<file path="config.mk">
export PLATFORM = sky130hd
export DESIGN_NAME = frame_difference_band_locator_core
export DESIGN_NICKNAME = d
export VERILOG_FILES = /design/src/rtl/fdbl_pkg.sv /design/src/rtl/frame_difference_band_locator_core.sv /design/src/rtl/fdbl_ram.sv /design/src/rtl/fdbl_scan.sv /design/src/rtl/fdbl_accum.sv
export SDC_FILE = /design/constraint.sdc
export NUM_CORES = 2
export LEC_CHECK = 0
export BUFFER_PORTS_ARGS = -buffer_cell sky130_fd_sc_hd__buf_2
export CAP_MARGIN = 20
export CELL_PAD_IN_SITES_DETAIL_PLACEMENT = 0
export CELL_PAD_IN_SITES_GLOBAL_PLACEMENT = 1
export CORE_MARGIN = 8
export CORE_UTILIZATION = 54
export DETAILED_ROUTE_END_ITERATION = 6
export GPL_ROUTABILITY_DRIVEN = 0
export HOLD_SLACK_MARGIN = 0.06
export PLACE_DENSITY = 0.8
export SLEW_MARGIN = 15
export SYNTH_ARGS = -nofsm -noshare
export SYNTH_HDL_FRONTEND = slang
export SYNTH_SLANG_ARGS = --single-unit
</file>
<file path="constraint.sdc">
create_clock -name clk -period 8.15 [get_ports clk]
set_input_delay 2.445 -clock clk [delete_from_list [all_inputs] [get_ports clk]]
set_output_delay 2.445 -clock clk [all_outputs]
set_load 0.05 [all_outputs]
</file>
<file path="src/rtl/fdbl_pkg.sv">
// ----------------------------------------------------------------------------
// fdbl_pkg
// Shared constants, types and helpers for the frame difference band locator.
// ----------------------------------------------------------------------------
package fdbl_pkg;

    // Band counts and accumulator width
    localparam int COL_BANDS = 16;
    localparam int ROW_BANDS = 8;
    localparam int SUM_WIDTH = 32;

    localparam int COL_IDX_W = (COL_BANDS > 1) ? $clog2(COL_BANDS) : 1;
    localparam int ROW_IDX_W = (ROW_BANDS > 1) ? $clog2(ROW_BANDS) : 1;

    // Field widths
    localparam int PIX_W     = 8;
    localparam int DIM_W     = 13;
    localparam int POS_W     = 12;
    localparam int OUT_COL_W = 5;
    localparam int OUT_ROW_W = 4;
    localparam int OUT_SUM_W = 32;

    // Configuration port
    localparam int APB_ADDR_W = 4;
    localparam int APB_DATA_W = 32;

    localparam logic [1:0] REG_FRAME_WIDTH     = 2'd0;
    localparam logic [1:0] REG_FRAME_HEIGHT    = 2'd1;
    localparam logic [1:0] REG_COL_BAND_WIDTH  = 2'd2;
    localparam logic [1:0] REG_ROW_BAND_HEIGHT = 2'd3;

    localparam logic [DIM_W-1:0] DIM_MAX             = 13'd4096;
    localparam logic [DIM_W-1:0] FRAME_WIDTH_RST     = 13'd1920;
    localparam logic [DIM_W-1:0] FRAME_HEIGHT_RST    = 13'd1080;
    localparam logic [DIM_W-1:0] COL_BAND_WIDTH_RST  = 13'd192;
    localparam logic [DIM_W-1:0] ROW_BAND_HEIGHT_RST = 13'd216;

    typedef logic [PIX_W-1:0]     pix_t;
    typedef logic [DIM_W-1:0]     dim_t;
    typedef logic [POS_W-1:0]     pos_t;
    typedef logic [COL_IDX_W-1:0] col_idx_t;
    typedef logic [ROW_IDX_W-1:0] row_idx_t;
    typedef logic [SUM_WIDTH-1:0] sum_t;

    // Band position of the pixel at the head of the scan
    typedef struct packed {
        col_idx_t col_idx;
        row_idx_t row_idx;
        logic     frame_end;
    } scan_pos_t;

    // One result item
    typedef struct packed {
        logic [OUT_COL_W-1:0] best_col_band;
        logic [OUT_ROW_W-1:0] best_row_band;
        logic [OUT_SUM_W-1:0] best_col_sum;
        logic [OUT_SUM_W-1:0] best_row_sum;
    } res_t;

    // Saturate an accumulator value to the result sum width
    function automatic logic [OUT_SUM_W-1:0] to_out_sum(input sum_t s);
        logic [63:0] wide;
        begin
            wide = 64'(s);
            if (wide > 64'h0000_0000_FFFF_FFFF)
                to_out_sum = '1;
            else
                to_out_sum = wide[OUT_SUM_W-1:0];
        end
    endfunction

endpackage

</file>
<file path="src/rtl/frame_difference_band_locator_core.sv">
// ----------------------------------------------------------------------------
// frame_difference_band_locator_core
// Motion localization by frame difference: finds the column band and the row
// band with the largest summed absolute pixel difference in each frame.
// ----------------------------------------------------------------------------
// Usage:
//   Pixel channel (pix_valid / pix_stall, cur_pixel, prev_pixel) takes one
//   pixel pair per clock while pix_stall is low, in raster order. Result
//   channel (res_valid / res_stall, best_*) gives one item per frame.
//   Throughput: one pixel per cycle while pix_stall is low. Each pixel
//   does a registered read, then an add and write-back on the band sum
//   memories; a write forwarding register covers back-to-back hits on
//   one band. The result item is formed from the stage 1 registers and
//   written into the output queue, which drives res_valid.
//   Results go through a two-entry output queue, so pixels keep flowing
//   while a result waits. pix_stall rises only when the queue would fill,
//   i.e. when res_stall holds results back.
//   Reset: position counters clear, all band sums read as zero, the
//   configuration returns to 1920x1080 with 192-column and 216-line bands.
//   No clearing pass: band sums restart through per-entry valid bits.
//   The user must write configuration over APB only while no frame is in flight; the block does not enforce it.
// ----------------------------------------------------------------------------
module frame_difference_band_locator_core
    import fdbl_pkg::*;
(
    input  logic                  clk,
    input  logic                  rst_n,
    // configuration
    input  logic                  psel,
    input  logic                  penable,
    input  logic                  pwrite,
    input  logic [APB_ADDR_W-1:0] paddr,
    input  logic [APB_DATA_W-1:0] pwdata,
    output logic [APB_DATA_W-1:0] prdata,
    output logic                  pready,
    // pixel pairs
    input  logic                  pix_valid,
    output logic                  pix_stall,
    input  logic [PIX_W-1:0]      cur_pixel,
    input  logic [PIX_W-1:0]      prev_pixel,
    // results
    output logic                  res_valid,
    input  logic                  res_stall,
    output logic [OUT_COL_W-1:0]  best_col_band,
    output logic [OUT_ROW_W-1:0]  best_row_band,
    output logic [OUT_SUM_W-1:0]  best_col_sum,
    output logic [OUT_SUM_W-1:0]  best_row_sum
);

    dim_t frame_width_reg;
    dim_t frame_height_reg;
    dim_t col_band_width_reg;
    dim_t row_band_height_reg;

    logic       cfg_wr;
    logic [1:0] cfg_sel;

    logic      accept;
    pix_t      diff;
    scan_pos_t pos;
    logic      res_push;
    res_t      res_data;

    res_t       q_data_reg [2];
    logic       q_wr_ptr_reg;
    logic       q_rd_ptr_reg;
    logic [1:0] q_count_reg;
    logic       q_pop;
    logic [2:0] q_occ_after;

    // Configuration registers
    assign pready  = 1'b1;
    assign cfg_sel = paddr[3:2];
    assign cfg_wr  = psel && penable && pwrite;

    always_ff @(posedge clk or negedge rst_n)
    begin
        if (!rst_n)
        begin
            frame_width_reg     <= FRAME_WIDTH_RST;
            frame_height_reg    <= FRAME_HEIGHT_RST;
            col_band_width_reg  <= COL_BAND_WIDTH_RST;
            row_band_height_reg <= ROW_BAND_HEIGHT_RST;
        end
        else if (cfg_wr)
        begin
            case (cfg_sel)
                REG_FRAME_WIDTH:     frame_width_reg     <= pwdata[DIM_W-1:0];
                REG_FRAME_HEIGHT:    frame_height_reg    <= pwdata[DIM_W-1:0];
                REG_COL_BAND_WIDTH:  col_band_width_reg  <= pwdata[DIM_W-1:0];
                REG_ROW_BAND_HEIGHT: row_band_height_reg <= pwdata[DIM_W-1:0];
                default: ;
            endcase
        end
    end

    always_comb
    begin
        case (cfg_sel)
            REG_FRAME_WIDTH:     prdata = APB_DATA_W'(frame_width_reg);
            REG_FRAME_HEIGHT:    prdata = APB_DATA_W'(frame_height_reg);
            REG_COL_BAND_WIDTH:  prdata = APB_DATA_W'(col_band_width_reg);
            REG_ROW_BAND_HEIGHT: prdata = APB_DATA_W'(row_band_height_reg);
            default:             prdata = '0;
        endcase
    end

    // Take a pixel pair and form its absolute difference
    assign accept = pix_valid && !pix_stall;
    assign diff   = (cur_pixel >= prev_pixel) ? (cur_pixel - prev_pixel)
                                              : (prev_pixel - cur_pixel);

    fdbl_scan u_scan (
        .clk             (clk),
        .rst_n           (rst_n),
        .advance         (accept),
        .frame_width     (frame_width_reg),
        .frame_height    (frame_height_reg),
        .col_band_width  (col_band_width_reg),
        .row_band_height (row_band_height_reg),
        .pos             (pos)
    );

    fdbl_accum u_accum (
        .clk       (clk),
        .rst_n     (rst_n),
        .acc_valid (accept),
        .acc_pos   (pos),
        .acc_diff  (diff),
        .res_push  (res_push),
        .res_data  (res_data)
    );

    // Output queue; stall pixels when a pending result could not be stored
    assign res_valid   = (q_count_reg != 2'd0);
    assign q_pop       = res_valid && !res_stall;
    assign q_occ_after = 3'(q_count_reg) + 3'(res_push) - 3'(q_pop);
    assign pix_stall   = (q_occ_after >= 3'd2);

    assign best_col_band = q_data_reg[q_rd_ptr_reg].best_col_band;
    assign best_row_band = q_data_reg[q_rd_ptr_reg].best_row_band;
    assign best_col_sum  = q_data_reg[q_rd_ptr_reg].best_col_sum;
    assign best_row_sum  = q_data_reg[q_rd_ptr_reg].best_row_sum;

    always_ff @(posedge clk or negedge rst_n)
    begin
        if (!rst_n)
        begin
            q_wr_ptr_reg <= 1'b0;
            q_rd_ptr_reg <= 1'b0;
            q_count_reg  <= 2'd0;
        end
        else
        begin
            if (res_push)
                q_wr_ptr_reg <= ~q_wr_ptr_reg;
            if (q_pop)
                q_rd_ptr_reg <= ~q_rd_ptr_reg;
            q_count_reg <= q_occ_after[1:0];
        end
    end

    always_ff @(posedge clk)
    begin
        if (res_push)
            q_data_reg[q_wr_ptr_reg] <= res_data;
    end

endmodule

</file>
<file path="src/rtl/fdbl_ram.sv">
// ----------------------------------------------------------------------------
// fdbl_ram
// Generic single-write, single-read memory with a registered read port.
// ----------------------------------------------------------------------------
module fdbl_ram #(
    parameter int WIDTH = 32,
    parameter int DEPTH = 16,
    localparam int ADDR_W = (DEPTH > 1) ? $clog2(DEPTH) : 1
) (
    input  logic              clk,
    input  logic              wr_en,
    input  logic [ADDR_W-1:0] wr_addr,
    input  logic [WIDTH-1:0]  wr_data,
    input  logic              rd_en,
    input  logic [ADDR_W-1:0] rd_addr,
    output logic [WIDTH-1:0]  rd_data
);

    logic [WIDTH-1:0] mem [DEPTH];
    logic [WIDTH-1:0] rd_data_reg;

    // Read returns the old contents on a same-address write
    always_ff @(posedge clk)
    begin
        if (rd_en)
            rd_data_reg <= mem[rd_addr];
        if (wr_en)
            mem[wr_addr] <= wr_data;
    end

    assign rd_data = rd_data_reg;

endmodule

</file>
<file path="src/rtl/fdbl_scan.sv">
// ----------------------------------------------------------------------------
// fdbl_scan
// Raster position counters: tracks line position, band position and band
// indexes, and flags the last pixel of the frame.
// ----------------------------------------------------------------------------
module fdbl_scan
    import fdbl_pkg::*;
(
    input  logic      clk,
    input  logic      rst_n,
    input  logic      advance,
    input  dim_t      frame_width,
    input  dim_t      frame_height,
    input  dim_t      col_band_width,
    input  dim_t      row_band_height,
    output scan_pos_t pos
);

    function automatic dim_t clamp_dim(input dim_t v);
        begin
            if (v == '0)
                clamp_dim = DIM_W'(1);
            else if (v > DIM_MAX)
                clamp_dim = DIM_MAX;
            else
                clamp_dim = v;
        end
    endfunction

    pos_t     x_pos_reg, x_pos_next;
    pos_t     x_band_reg, x_band_next;
    col_idx_t col_idx_reg, col_idx_next;
    pos_t     y_pos_reg, y_pos_next;
    pos_t     y_band_reg, y_band_next;
    row_idx_t row_idx_reg, row_idx_next;

    dim_t w, h, cbw, rbh;
    logic line_more, band_x_more, frame_more, band_y_more;

    assign w   = clamp_dim(frame_width);
    assign h   = clamp_dim(frame_height);
    assign cbw = clamp_dim(col_band_width);
    assign rbh = clamp_dim(row_band_height);

    assign line_more   = ({1'b0, x_pos_reg} + DIM_W'(1)) < w;
    assign band_x_more = ({1'b0, x_band_reg} + DIM_W'(1)) < cbw;
    assign frame_more  = ({1'b0, y_pos_reg} + DIM_W'(1)) < h;
    assign band_y_more = ({1'b0, y_band_reg} + DIM_W'(1)) < rbh;

    assign pos.col_idx   = col_idx_reg;
    assign pos.row_idx   = row_idx_reg;
    assign pos.frame_end = !line_more && !frame_more;

    // Step the raster position by one pixel
    always_comb
    begin
        x_pos_next   = x_pos_reg;
        x_band_next  = x_band_reg;
        col_idx_next = col_idx_reg;
        y_pos_next   = y_pos_reg;
        y_band_next  = y_band_reg;
        row_idx_next = row_idx_reg;
        if (advance)
        begin
            if (line_more)
            begin
                x_pos_next = x_pos_reg + 1'b1;
                if (band_x_more)
                    x_band_next = x_band_reg + 1'b1;
                else
                begin
                    x_band_next = '0;
                    if (col_idx_reg != COL_IDX_W'(COL_BANDS - 1))
                        col_idx_next = col_idx_reg + 1'b1;
                end
            end
            else
            begin
                x_pos_next   = '0;
                x_band_next  = '0;
                col_idx_next = '0;
                if (frame_more)
                begin
                    y_pos_next = y_pos_reg + 1'b1;
                    if (band_y_more)
                        y_band_next = y_band_reg + 1'b1;
                    else
                    begin
                        y_band_next = '0;
                        if (row_idx_reg != ROW_IDX_W'(ROW_BANDS - 1))
                            row_idx_next = row_idx_reg + 1'b1;
                    end
                end
                else
                begin
                    y_pos_next   = '0;
                    y_band_next  = '0;
                    row_idx_next = '0;
                end
            end
        end
    end

    always_ff @(posedge clk or negedge rst_n)
    begin
        if (!rst_n)
        begin
            x_pos_reg   <= '0;
            x_band_reg  <= '0;
            col_idx_reg <= '0;
            y_pos_reg   <= '0;
            y_band_reg  <= '0;
            row_idx_reg <= '0;
        end
        else
        begin
            x_pos_reg   <= x_pos_next;
            x_band_reg  <= x_band_next;
            col_idx_reg <= col_idx_next;
            y_pos_reg   <= y_pos_next;
            y_band_reg  <= y_band_next;
            row_idx_reg <= row_idx_next;
        end
    end

endmodule

</file>
<file path="src/rtl/fdbl_accum.sv">
// ----------------------------------------------------------------------------
// fdbl_accum
// Band sum memories with read-modify-write, write forwarding, per-entry valid
// bits for the frame clear, and running winner trackers for both band sets.
// ----------------------------------------------------------------------------
module fdbl_accum
    import fdbl_pkg::*;
(
    input  logic      clk,
    input  logic      rst_n,
    input  logic      acc_valid,
    input  scan_pos_t acc_pos,
    input  pix_t      acc_diff,
    output logic      res_push,
    output res_t      res_data
);

    // Stage 1 registers
    logic     s1_valid_reg;
    logic     s1_last_reg;
    col_idx_t s1_col_reg;
    row_idx_t s1_row_reg;
    pix_t     s1_diff_reg;

    // Entry valid bits: cleared at frame end instead of sweeping the memories
    logic [COL_BANDS-1:0] col_vld_reg;
    logic [ROW_BANDS-1:0] row_vld_reg;

    // Last write, for a read that raced it
    logic     cf_valid_reg, rf_valid_reg;
    col_idx_t cf_idx_reg;
    row_idx_t rf_idx_reg;
    sum_t     cf_data_reg, rf_data_reg;

    // Running winners: lowest index holding the greatest sum
    col_idx_t best_col_reg, best_col_next;
    row_idx_t best_row_reg, best_row_next;
    sum_t     best_cval_reg, best_cval_next;
    sum_t     best_rval_reg, best_rval_next;

    sum_t col_rd, row_rd;
    sum_t col_old, row_old;
    sum_t col_new, row_new;
    logic [SUM_WIDTH:0] col_sum, row_sum;

    fdbl_ram #(
        .WIDTH (SUM_WIDTH),
        .DEPTH (COL_BANDS)
    ) u_col_ram (
        .clk     (clk),
        .wr_en   (s1_valid_reg),
        .wr_addr (s1_col_reg),
        .wr_data (col_new),
        .rd_en   (acc_valid),
        .rd_addr (acc_pos.col_idx),
        .rd_data (col_rd)
    );

    fdbl_ram #(
        .WIDTH (SUM_WIDTH),
        .DEPTH (ROW_BANDS)
    ) u_row_ram (
        .clk     (clk),
        .wr_en   (s1_valid_reg),
        .wr_addr (s1_row_reg),
        .wr_data (row_new),
        .rd_en   (acc_valid),
        .rd_addr (acc_pos.row_idx),
        .rd_data (row_rd)
    );

    // Pick the current sum: forwarded write, stored entry, or cleared
    always_comb
    begin
        if (cf_valid_reg && (cf_idx_reg == s1_col_reg))
            col_old = cf_data_reg;
        else if (col_vld_reg[s1_col_reg])
            col_old = col_rd;
        else
            col_old = '0;

        if (rf_valid_reg && (rf_idx_reg == s1_row_reg))
            row_old = rf_data_reg;
        else if (row_vld_reg[s1_row_reg])
            row_old = row_rd;
        else
            row_old = '0;
    end

    // Saturating add
    assign col_sum = {1'b0, col_old} + (SUM_WIDTH + 1)'(s1_diff_reg);
    assign row_sum = {1'b0, row_old} + (SUM_WIDTH + 1)'(s1_diff_reg);
    assign col_new = col_sum[SUM_WIDTH] ? '1 : col_sum[SUM_WIDTH-1:0];
    assign row_new = row_sum[SUM_WIDTH] ? '1 : row_sum[SUM_WIDTH-1:0];

    // Update the winners with the entry just written
    always_comb
    begin
        best_col_next  = best_col_reg;
        best_cval_next = best_cval_reg;
        if (s1_col_reg == best_col_reg)
            best_cval_next = col_new;
        else if ((col_new > best_cval_reg) ||
                 ((col_new == best_cval_reg) && (s1_col_reg < best_col_reg)))
        begin
            best_col_next  = s1_col_reg;
            best_cval_next = col_new;
        end

        best_row_next  = best_row_reg;
        best_rval_next = best_rval_reg;
        if (s1_row_reg == best_row_reg)
            best_rval_next = row_new;
        else if ((row_new > best_rval_reg) ||
                 ((row_new == best_rval_reg) && (s1_row_reg < best_row_reg)))
        begin
            best_row_next  = s1_row_reg;
            best_rval_next = row_new;
        end
    end

    // Emit the result on the last pixel of the frame
    assign res_push               = s1_valid_reg && s1_last_reg;
    assign res_data.best_col_band = OUT_COL_W'({1'b0, best_col_next} + 1'b1);
    assign res_data.best_row_band = OUT_ROW_W'({1'b0, best_row_next} + 1'b1);
    assign res_data.best_col_sum  = to_out_sum(best_cval_next);
    assign res_data.best_row_sum  = to_out_sum(best_rval_next);

    // Control state
    always_ff @(posedge clk or negedge rst_n)
    begin
        if (!rst_n)
        begin
            s1_valid_reg  <= 1'b0;
            col_vld_reg   <= '0;
            row_vld_reg   <= '0;
            cf_valid_reg  <= 1'b0;
            rf_valid_reg  <= 1'b0;
            best_col_reg  <= '0;
            best_row_reg  <= '0;
            best_cval_reg <= '0;
            best_rval_reg <= '0;
        end
        else
        begin
            s1_valid_reg <= acc_valid;
            if (s1_valid_reg)
            begin
                if (s1_last_reg)
                begin
                    // Start a fresh frame: all sums read as zero
                    col_vld_reg   <= '0;
                    row_vld_reg   <= '0;
                    cf_valid_reg  <= 1'b0;
                    rf_valid_reg  <= 1'b0;
                    best_col_reg  <= '0;
                    best_row_reg  <= '0;
                    best_cval_reg <= '0;
                    best_rval_reg <= '0;
                end
                else
                begin
                    col_vld_reg[s1_col_reg] <= 1'b1;
                    row_vld_reg[s1_row_reg] <= 1'b1;
                    cf_valid_reg  <= 1'b1;
                    rf_valid_reg  <= 1'b1;
                    best_col_reg  <= best_col_next;
                    best_row_reg  <= best_row_next;
                    best_cval_reg <= best_cval_next;
                    best_rval_reg <= best_rval_next;
                end
            end
        end
    end

    // Payload
    always_ff @(posedge clk)
    begin
        if (acc_valid)
        begin
            s1_last_reg <= acc_pos.frame_end;
            s1_col_reg  <= acc_pos.col_idx;
            s1_row_reg  <= acc_pos.row_idx;
            s1_diff_reg <= acc_diff;
        end
        if (s1_valid_reg)
        begin
            cf_idx_reg  <= s1_col_reg;
            cf_data_reg <= col_new;
            rf_idx_reg  <= s1_row_reg;
            rf_data_reg <= row_new;
        end
    end

endmodule

</file>
-- Yosys cells after proc, flatten, opt, wreduce, memory -nomap -nowiden
Memories as Yosys holds them, arrays and structs flattened. A register that Yosys moved wholly into a read port is not among the register bits.
Index checks and enable logic that the tools add are counted.
Widths: inputs -> output; s select.
- add/sub/neg operators: 18
- $lt $le $gt $ge: 18
- equal/unequal tests: 15
- muxes and demuxes: 55
- bitwise gates (word level): 5
- reduce and logical (&&, ||, !) cells: 31
- operators by type and width (kind ; number):
    $mux 32 ; 12
    $pmux 32 s4 ; 1
    $mux 13 ; 8
    $mux 12 ; 6
    $add 32x8->33 ; 2
    $eq 32x32->1 ; 2
    $gt 32x32->1 ; 2
    $add 12x1->13 const B ; 4
    $gt 13x13->1 const B ; 4
    $logic_not 13->1 ; 4
    $lt 13x13->1 ; 4
    $add 12x1->12 const B ; 4
    $mux 4 ; 6
    $mux 3 ; 6
    $mux 16 ; 1
    $mux 8 ; 2
    $or 16x16->16 ; 1
    $sub 8x8->8 ; 2
    $logic_and 1x1->1 ; 12
    $reduce_and 2->1 ; 5
    $mux 1 ; 9
    $eq 4x4->1 ; 2
    $ge 8x8->1 ; 1
    $ne 2x2->1 const B ; 4
    30 further kinds ; 38
- register bits: 295
- RAM bits: 914
- input bits: 59
- output and inout port bits: 108
- word-level logic and storage cells: 174
- memories kept: 3
- memories (memory ; depth ; bits a word ; read ports ; clocked after memory_dff ; write ports ; line ; RTL):
    u_accum.u_col_ram.mem ; 16 ; 32 ; 1 ; 1 ; 1 ; fdbl_ram.sv:19 ; logic [WIDTH-1:0] mem [DEPTH];
    u_accum.u_row_ram.mem ; 8 ; 32 ; 1 ; 1 ; 1 ; fdbl_ram.sv:19 ;
    q_data_reg ; 2 ; 73 ; 1 ; 0 ; 1 ; frame_difference_band_locator_core.sv:64 ; res_t q_data_reg [2];

-- Longest topological paths before layout
- word-level depth: 12
- gate-level depth with buffers: 34

-- Cells and area by module
From an unflattened synthesis, not the netlist that was laid out.
- cell total of the unflattened synthesis: 3573
- area total of the unflattened synthesis: 56556.7 sq um
- by module, submodules not included (module ; times used ; cells an instance ; area each (sq um)):
    fdbl_ram (u_accum.u_col_ram) ; 1 ; 838 ; 20156.8
    fdbl_accum ; 1 ; 1297 ; 12368.1
    fdbl_ram (u_accum.u_row_ram) ; 1 ; 415 ; 10786.6
    frame_difference_band_locator_core ; 1 ; 486 ; 8544.4
    fdbl_scan ; 1 ; 537 ; 4700.8

-- Least setup slack after synthesis
No wires, ideal clock.
- path type: register -> register
- from: register u_accum.s1_row_reg[2]
- to: memory q_data_reg[0][66] (netlist name) (data pin)
- library setup time: 264 ps
- arrival time: 7069 ps
- data required time: 7886 ps
- slack: 817 ps
- cell stages (with the launch flop): 32
- path buffers: 7
- cells stage by stage: edfxtp_1 buf_2 mux2_2 mux4_2 and2_1 buf_4 buf_2 buf_1 a22o_1 ha_1 nor2b_1 o21a_1 o21ai_0 a221oi_1 and3_1 nand2_1 or3_1 buf_4 buf_4 buf_2 nand2_1 ha_1 nand2_1 o21ai_0 a2111oi_0 nor2_1 a2111oi_0 nor2_1 nand2_1 mux2_2 ha_1 xnor2_1
- RTL lines (item ; line ; RTL):
    from (decl) ; fdbl_accum.sv:22 ; row_idx_t s1_row_reg;
    from (signal assigned) ; fdbl_accum.sv:183 ; s1_row_reg <= acc_pos.row_idx;
    to (decl) ; frame_difference_band_locator_core.sv:64 ;

==> flow_summary.json <==
{
  "clock-root-buffer": "clkbuf_16",
  "drtPass1Iterations": 7,
  "finalCritPeriodShare_pct": 94.6,
  "antenna_found_initial": 1,
  "power_density_mw_per_mm2": 443,
  "hold_viol": 0,
  "die_area_sq_mm": 0.114,
  "worstSetupPathType": "flop to flop",
  "holdWs_ns": 0.498,
  "clk_path_buf_depth": 3,
  "status": "complete, no violations",
  "cp_num_cells": 30,
  "layout-drive-gt1-share_pct": 25.3,
  "drt_iter0_drc": 2954,
  "tightest_slew_ns": 0.915,
  "htreeDepth": 3,
  "yosys_warnings": 0,
  "async_flop_share_pct": 16.3,
  "insertion_delay_ns": 0.74,
  "largest_register_ffs": 512,
  "grt_setup_unrepaired": "no",
  "synth-edff-count": 1065,
  "endpoint_kind": "flop",
  "fill_cells": 7422,
  "clk_pin_slew_ns": 0.07,
  "holdPathStages": 2,
  "slowest_stage": "or4_1",
  "grt-ovfl-total": 0,
  "crit_path_max_incr_delay_ns": 0.65,
  "maxSlewViolCount": 0,
  "maxCapViolCount": 0,
  "cp-start-kind": "flop",
  "cp_data_required_time_ns": 8.58,
  "arrival_ns": 8.14,
  "power_mw": 27.9,
  "synth_cell_types": 87,
  "hold_buffers": 0,
  "layout_commonest_cell": "edfxtp_1",
  "hpwl_um": 79300,
  "place_area_sq_mm": 0.0587,
  "grt_usage_pct": 22.7,
  "coreArea_sq_mm": 0.103,
  "port_buffers": 125,
  "fp.dieW_um": 337,
  "tns_ns": 0,
  "max-vdd-ir-drop_uv": 501,
  "most-common-layout-cells": "edfxtp_1, nand2_1, mux4_2, dfrtp_1, mux2_2",
  "dp_slack_ns": 0.112,
  "synth-seq-cells": 1273,
  "cp_max_fo": 34,
  "avgRoutedWirePerCell_um": 25.1,
  "dieHeight_um": 337,
  "multi_input_area_sq_mm": 0.0176,
  "io_pins": 167,
  "stdcell_area_sq_mm": 0.0629,
  "drc_errors": 0,
  "reg2reg_depth": 30,
  "leakage_nw": 22.6,
  "finalSetupViolCount": 0,
  "fmax_mhz": 130,
  "cts_tree": "done",
  "grt_pass1_vias": 31600,
  "critPathBufInv": 5,
  "worstHoldPathType": "flop to flop",
  "antenna_left": 0,
  "final.setup_skew_ns": 0.0523,
  "rows": 118,
  "ys_seq_area_share_pct": 66.7,
  "min_period_ns": 7.71,
  "num-nets-final": 3914,
  "start_util_pct": 54.2,
  "worst_slack_ns": 0.444,
  "vias": 31300,
  "grt_max_degree": 86,
  "numClockSinks": 1273,
  "area.growth.synth_to_final_pct": 12.8,
  "seq_area_sq_mm": 0.0372,
  "syn-cell-area_sq_mm": 0.0557,
  "synth_ff_type": "edfxtp_1",
  "grt_pass1_wl_um": 196000,
  "cpMostUsedCell": "buf_4",
  "wl_um": 130000,
  "numCtsBuffers": 121,
  "cp_top_family": "simple AND/OR/NAND/NOR gates",
  "synth_cells": 3458,
  "via_per_inst": 6.04,
  "relSlewSlack_pct": 39.0,
  "syn_area_per_cell_sq_um": 16.1
}
[worst min-delay path, cell delays in order, from the launching register on]
cell	delay, ns
dfrtp_1	0.34
nor2_1	0.05
nor2_1	0.07
[routing by layer]
layer	up-vias	share of wire, %	wire length (um)	global-route usage, %
li1	13900	-	-	-
met1	16100	42	54400	31.4
met2	1074	49	63900	37.9
met3	188	6.5	8480	3.49
met4	0	2.2	2810	6.10
met5	-	0	0	0
[synth_stat cells (all sizes together), types with 10 or more instances]
cell type  count  area share, %
o31ai         10           0.13
a31oi         40           0.46
nor4          17           0.20
and2          18           0.21
mux4         243            9.8
nand4         35           0.40
nor3          29           0.26
inv          125           0.84
clkbuf        98           0.66
nand3         73           0.66
a21o          24           0.32
buf           75           0.74
nor2         172            1.2
o211ai        11           0.15
edfxtp      1065             57
ha           161            3.6
nor2b         18           0.20
xnor2         60           0.94
and3          41           0.46
dfrtp        194            8.7
mux2         173            3.5
mux2i         11           0.20
nand2        247            1.7
dfstp         14           0.66
nand2b        20           0.22
a22oi         28           0.38
a21oi         86           0.77
o21ai         95           0.87
a22o         101            1.6
xor2          48           0.75
o21a          16           0.22
[final cells by class]
cell class / instances / share of cell area [%]
antenna: 1 / 0.00398
inverter: 126 / 0.756
sequential: 1273 / 59.2
tap: 1380 / 2.74
timing repair buffer: 263 / 2.77
multi-input combinational: 1904 / 28.0
clock buffer: 155 / 5.16
clock inverter: 70 / 1.40
[timing repair]
item | 4_1_cts | 5_1_grt
resized for setup | 0 | 9
setup endpoints to repair | 0 | 204
buffers inserted | 0 | 10
[worst paths after layout]
path	startpoint	end	slack, ns
max	u_accum.s1_row_reg[2]	q_data_reg[1][66]	0.44
min	u_accum.col_vld_reg[0]	u_accum.col_vld_reg[0]	0.50
max reg2reg	u_accum.s1_row_reg[2]	q_data_reg[1][66]	0.44
min reg2reg	u_accum.col_vld_reg[0]	u_accum.col_vld_reg[0]	0.50
max in group asynchronous	rst_n	u_scan.y_band_reg[5]	5.02
min in group asynchronous	rst_n	u_accum.best_rval_reg[20]	1.70
[report_power, final]
part / total (mW) / internal [mW] / switching, mW
Clock: 5.75 / 3.28 / 2.47
Sequential: 10.4 / 9.75 / 0.685
Combinational: 11.7 / 4.09 / 7.62
[cell families after synthesis]
logic type	synth area share, %
other cells	0.0135
xor+xnor	1.70
mux	13.5
flops	66.7
buf+inv	2.24
simple gates	5.84
fa+ha+maj	3.79
compound gates	6.18
[metrics by stage]
step,instances,utilization (%)
after floorplan,3476,-
after global placement,4934,57.0
after detailed placement,4936,57.0
after CTS,5161,61.0
after global routing,5171,61.1
final,5172,61.1
Power figures use the tool's default switching activity.
